==> src/hdl/imrt_pkg.sv <==
// ----------------------------------------------------------------------------
// imrt_pkg
// Shared types and codes for the IPv4 to MAC resolution table.
// ----------------------------------------------------------------------------
package imrt_pkg;

    // result status codes
    localparam logic [1:0] ST_OK   = 2'd0;
    localparam logic [1:0] ST_FULL = 2'd1;
    localparam logic [1:0] ST_MISS = 2'd2;

    // operation codes on the input tuser
    localparam logic FUNC_ADD    = 1'b0;
    localparam logic FUNC_LOOKUP = 1'b1;

    // field widths
    localparam int IP_W  = 32;
    localparam int MAC_W = 48;

    typedef logic [1:0]       status_t;
    typedef logic [IP_W-1:0]  ip_t;
    typedef logic [MAC_W-1:0] mac_t;

    // commands from the controller to the datapath
    typedef struct packed {
        logic    latch_key;
        logic    add_write;
        logic    direct_read;
        logic    scan_start;
        logic    scan_step;
        logic    stage_load;
        logic    stage_mac;
        status_t stage_status;
        logic    out_load;
    } cmd_t;

    // status from the datapath to the controller
    typedef struct packed {
        logic full;
        logic empty;
        logic direct_mode;
        logic in_range;
        logic scan_match;
        logic scan_done;
        logic out_free;
    } stat_t;

endpackage

==> src/hdl/imrt_ctrl.sv <==
// ----------------------------------------------------------------------------
// imrt_ctrl
// Controller state machine sequencing add, direct lookup and scan lookup.
// ----------------------------------------------------------------------------
module imrt_ctrl (
    input  logic            clk,
    input  logic            rst_n,
    input  logic            in_valid,
    input  logic            in_func,
    output logic            in_ready,
    input  imrt_pkg::stat_t stat,
    output imrt_pkg::cmd_t  cmd
);

    localparam logic [2:0] S_IDLE  = 3'd0;
    localparam logic [2:0] S_ADD   = 3'd1;
    localparam logic [2:0] S_LOOK  = 3'd2;
    localparam logic [2:0] S_DWAIT = 3'd3;
    localparam logic [2:0] S_SCAN  = 3'd4;
    localparam logic [2:0] S_RESP  = 3'd5;

    logic [2:0] state_reg, state_next;

    assign in_ready = (state_reg == S_IDLE);

    // next state and commands
    always_comb
    begin
        state_next = state_reg;
        cmd        = '0;
        case (state_reg)
            S_IDLE:
            begin
                if (in_valid)
                begin
                    cmd.latch_key = 1'b1;
                    state_next    = (in_func == imrt_pkg::FUNC_LOOKUP) ? S_LOOK : S_ADD;
                end
            end
            S_ADD:
            begin
                cmd.stage_load = 1'b1;
                if (stat.full)
                begin
                    cmd.stage_status = imrt_pkg::ST_FULL;
                end
                else
                begin
                    cmd.add_write    = 1'b1;
                    cmd.stage_status = imrt_pkg::ST_OK;
                end
                state_next = S_RESP;
            end
            S_LOOK:
            begin
                if (stat.empty || (stat.direct_mode && !stat.in_range))
                begin
                    cmd.stage_load   = 1'b1;
                    cmd.stage_status = imrt_pkg::ST_MISS;
                    state_next       = S_RESP;
                end
                else if (stat.direct_mode)
                begin
                    cmd.direct_read = 1'b1;
                    state_next      = S_DWAIT;
                end
                else
                begin
                    cmd.scan_start = 1'b1;
                    state_next     = S_SCAN;
                end
            end
            S_DWAIT:
            begin
                cmd.stage_load   = 1'b1;
                cmd.stage_mac    = 1'b1;
                cmd.stage_status = imrt_pkg::ST_OK;
                state_next       = S_RESP;
            end
            S_SCAN:
            begin
                cmd.scan_step = 1'b1;
                if (stat.scan_match)
                begin
                    cmd.stage_load   = 1'b1;
                    cmd.stage_mac    = 1'b1;
                    cmd.stage_status = imrt_pkg::ST_OK;
                    state_next       = S_RESP;
                end
                else if (stat.scan_done)
                begin
                    cmd.stage_load   = 1'b1;
                    cmd.stage_status = imrt_pkg::ST_MISS;
                    state_next       = S_RESP;
                end
            end
            S_RESP:
            begin
                if (stat.out_free)
                begin
                    cmd.out_load = 1'b1;
                    state_next   = S_IDLE;
                end
            end
            default:
            begin
                state_next = S_IDLE;
            end
        endcase
    end

    // state register
    always_ff @(posedge clk or negedge rst_n)
    begin
        if (!rst_n)
        begin
            state_reg <= S_IDLE;
        end
        else
        begin
            state_reg <= state_next;
        end
    end

endmodule

==> config.mk <==
export PLATFORM = sky130hd
export DESIGN_NAME = imrt_ctrl
export DESIGN_NICKNAME = d
export VERILOG_FILES = /design/src/hdl/imrt_pkg.sv /design/src/hdl/imrt_ctrl.sv
export SDC_FILE = /design/constraint.sdc
export NUM_CORES = 1
export LEC_CHECK = 0
export BUFFER_PORTS_ARGS = -buffer_cell sky130_fd_sc_hd__buf_2
export CAP_MARGIN = 20
export CORE_AREA = 8 8 45 47
export DETAILED_ROUTE_END_ITERATION = 16
export DIE_AREA = 0 0 53 55
export GPL_TIMING_DRIVEN = 1
export PLACE_DENSITY_LB_ADDON = 0.25
export RECOVER_POWER = 25
export SYNTH_ARGS = -nofsm -noshare
export SYNTH_HDL_FRONTEND = slang
export SYNTH_SLANG_ARGS = --single-unit
==> constraint.sdc <==
create_clock -name clk -period 1.45 [get_ports clk]
set_clock_uncertainty 0.1 [all_clocks]
set_input_delay 0.145 -clock clk [delete_from_list [all_inputs] [get_ports clk]]
set_output_delay 0.145 -clock clk [all_outputs]
set_load 0.02 [all_outputs]
== After elaboration in Yosys (flattened, before gate mapping) ==
Index checks and enable logic that the tools add are counted.
Operators by class
  equality and inequality tests: 8
  mux-type cells: 30
  reductions and logical operators: 6
Operators with widths (number)
  2-to-1 mux 3 bit: 6
  one-hot mux 3 bit (5 select lines): 1
  2-to-1 mux 1 bit: 14
  2-to-1 mux 2 bit: 6
  == test 3 x 2 -> 1 bit (second input constant): 2
  == test 3 bit (second input constant): 2
  one-hot mux 2 bit (3 select lines): 1
  inequality test 2 bit (second input constant): 2
  == test 3 x 1 -> 1 bit (second input constant): 1
  logical NOT 3 bit: 1
  inequality test 3 bit (second input constant): 1
  one-hot mux 1 bit (3 select lines): 1
  AND reduction 3 bit: 1
  one-hot mux 1 bit (2 select lines): 1
  OR reduction 2 bit: 1
  logical AND 1 bit: 1
  logical NOT 1 bit: 1
  logical OR 1 bit: 1
Storage, ports and cells
  register bits: 3
  input port bits: 11
  word-level logic and storage cells: 45

== Logic depth before layout (Yosys ltp) ==
  word-level depth: 5
  mapped depth: 4
  depth with buffers taken out: 3

== Worst setup path before layout ==
No wires, ideal clock.
  kind: reg2out
  from: register state_reg[1]
  to: output port cmd[9] in the netlist's numbering
  arrival time: 1.401 ns
  setup slack: -0.196 ns
  cell stages (with the launch flop): 4
  buffers on the path: 1
  cells stage by stage: dfrtp_1 > buf_2 > nor3_1 > and2_1
RTL lines
  from (decl): line imrt_ctrl.sv:22  | logic [2:0] state_reg, state_next;
  from (signal assigned): line imrt_ctrl.sv:121  | state_reg <= state_next;
  to (decl): line imrt_ctrl.sv:12  | output imrt_pkg::cmd_t cmd

==> metrics.txt <==
status complete, but fails checks; failing checks setup timing; fillers 133; CTS Buf Count 3; DIE HEIGHT 55 um; CP max FO 4; HP Class in -> reg; Int Pwr 711.7 uW; sequential area share after synthesis 0.2317; first-pass GRT wire length 1911 um; most common cell in the synthesized netlist nor2_1; Synth area leaders dfrtp_1 23%, nor2_1 8.1%, buf_6 6.9%, o21ai_0 4.6%, a21boi_0 4.6%; H-tree Lvls 1; nets@finish 92; IO Port Bufs 21; Post-Synthesis Cell Area 324.1 sq um; Max Freq 594.8 MHz; CTS tree built; Tmin final 1.681 ns; compound-cell area share of the yosys netlist 0.2471; synth unique cells 23; Skew-Pair Late Insertion Delay 0.23 ns; WP data required 1.21 ns; WP data arrival 1.44 ns; ant diodes 0; grt total ovfl 0; Switch Pwr 542.2 uW; Post-Synth Simple-Gate Area 0.4247; setup ws final -0.2313 ns; number of synthesized flops with an enable pin 0; Avg WL per Cell 13.09 um; Area growth syn-to-layout 120.8%; Max-Cap Viols 0; clock power share 0.117; ys flop type dfrtp_1; core footprint 1384 sq um; Leakage Power 0.0003221 uW; total track usage 0.09076; # rows 14; pin count of the biggest net entering global routing 10; Synth top area share 0.2317; initial core utilization 0.2342; vias per cell 4.583; startpoint types flip-flop; Final Cycle Share 1.160; ys async rst share 1.000; Max Slew Vio Count 0; xor/xnor share of the synthesized area 0; DRT Pass-1 Iters 4; initial antenna violation count 0; Cells after Synth 43; largest family of logic cells by synthesized area simple AND/OR/NAND/NOR gates; Post-Layout Cell Count 96; gpl congestion 0.7327; syn_area_per_cell 7.536 sq um; clock transition at the registers of the reported paths 0.04 ns; Largest register FFs 3; I/O pins 22; via count 440; Worst-Margin Slew 0.2768 ns; drt drc 0; die width 53 um; vias in the first global route 433; multiplexer share of the synthesized area 0; Core Util, Final 0.5172; placed cells 82; fraction of the mapped netlist area in adder cells 0; Flop pwr share 0.127; Pwr Density 1752 nW/um^2; die area 2915 sq um; Switching Fraction 0.4324; peak supply drop 0.6859 mV; CP Class reg -> out; Post-synth top cells 7 x nor2_1, 4 x nand2_1, 3 x dfrtp_1, 3 x o21ai_0; Syn Nets 54; Final setup viols 8; number of synthesized register bits 3; hpwl dp 834.6 um; Synth Warn # 0; share of layout cells above drive strength 1 0.6500; post-synth top area cell dfrtp_1; Clk Tree Root Cell clkbuf_4; Clock Path Buffers 2; final hold violation count 0; Comb pwr share 0.755; # clock sinks 3; Slew headroom 0.8147; Routed Antenna Nets 0; RSZ-0062 raised after global routing yes; endpoint type of the worst setup path primary output; initial drt markers 7; WL final 1257 um
power by group through the flow:
stage	Sequential [uW]	Combinational [uW]	Clock, uW
after floorplan	133	411	0
after global placement	140	564	0
after detailed placement	137	563	0
after CTS	148	792	151
after global routing	167	1010	158
final	160	947	147
layer usage:
layer,up-vias,share of wire,global-route usage
met1,198,0.37,0.08524
met2,11,0.58,0.1680
met5,-,0,0
li1,229,-,-
met4,0,0.0048,0.05172
met3,2,0.047,0.03209
layout by cell type, fill, tap and decap left out, types with 2 or more instances in the layout:
cell,instances
buf_4,10
nand2_1,4
dfrtp_1,2
buf_2,12
nor2_1,4
clkbuf_1,2
o21ai_0,3
nand3b_1,2
buf_6,11
clkbuf_4,3
nor2_4,3
metrics by stage:
stage | setup TNS, ns | power (uW) | cell area (sq um) | hold WS, ns | worst slack [ns]
floorplan | 0 | 543.8 | 332.8 | -0.2506 | 0.004509
global placement | -0.005687 | 704.6 | 467.9 | -0.1545 | -0.005687
detailed placement | -0.02899 | 700.6 | 467.9 | -0.1519 | -0.02899
CTS | -0.8028 | 1090 | 608.1 | 0.1153 | -0.1990
global route | -1.212 | 1336 | 715.7 | 0.1384 | -0.2689
finish | -0.7330 | 1254 | 715.7 | 0.1124 | -0.2313
timing repair:
action / CTS / global route
resized for setup: 21 / 20
endpoints found under the setup margin: 10 / 11
hold buffers: 1 / 0
buffers inserted: 4 / 3
endpoints found under the hold margin: 3 / 0
gates cloned: 1 / 1
pin swaps: 3 / 6
critical path: stages, from the launching register on:
cell      delay, ns
dfrtp_1        0.40
nand2b_4       0.15
or3b_4         0.39
a21oi_4        0.13
buf_6          0.13
area by class of cell:
class / instances / area, sq um / share of cell area
clock buffer: 4 / 26.28 / 0.03671
multi-input combinational: 36 / 301.5 / 0.4213
timing repair buffer: 36 / 287.8 / 0.4021
inverter: 1 / 3.754 / 0.005245
tap: 16 / 20.02 / 0.02797
sequential: 3 / 76.32 / 0.1066
worst paths after layout:
kind / startpoint / to / slack (ns) / cells after the start
worst max-delay path: state_reg[1] / cmd[2] / -0.23 / 4
worst min-delay path: in_func / state_reg[1] / 0.11 / 3
worst min register to register: state_reg[2] / state_reg[2] / 0.62 / 2
max in group asynchronous: rst_n / state_reg[2] / 0.92 / 2
worst max register to register: state_reg[1] / state_reg[0] / 0.10 / 5
min in group asynchronous: rst_n / state_reg[0] / 0.15 / 2
kinds of logic after synthesis:
kind of cell	after synthesis
simple gates	24
compound gates	12
buf+inv	4
flops	3
Note: power is estimated with default switching activity, not from simulation.
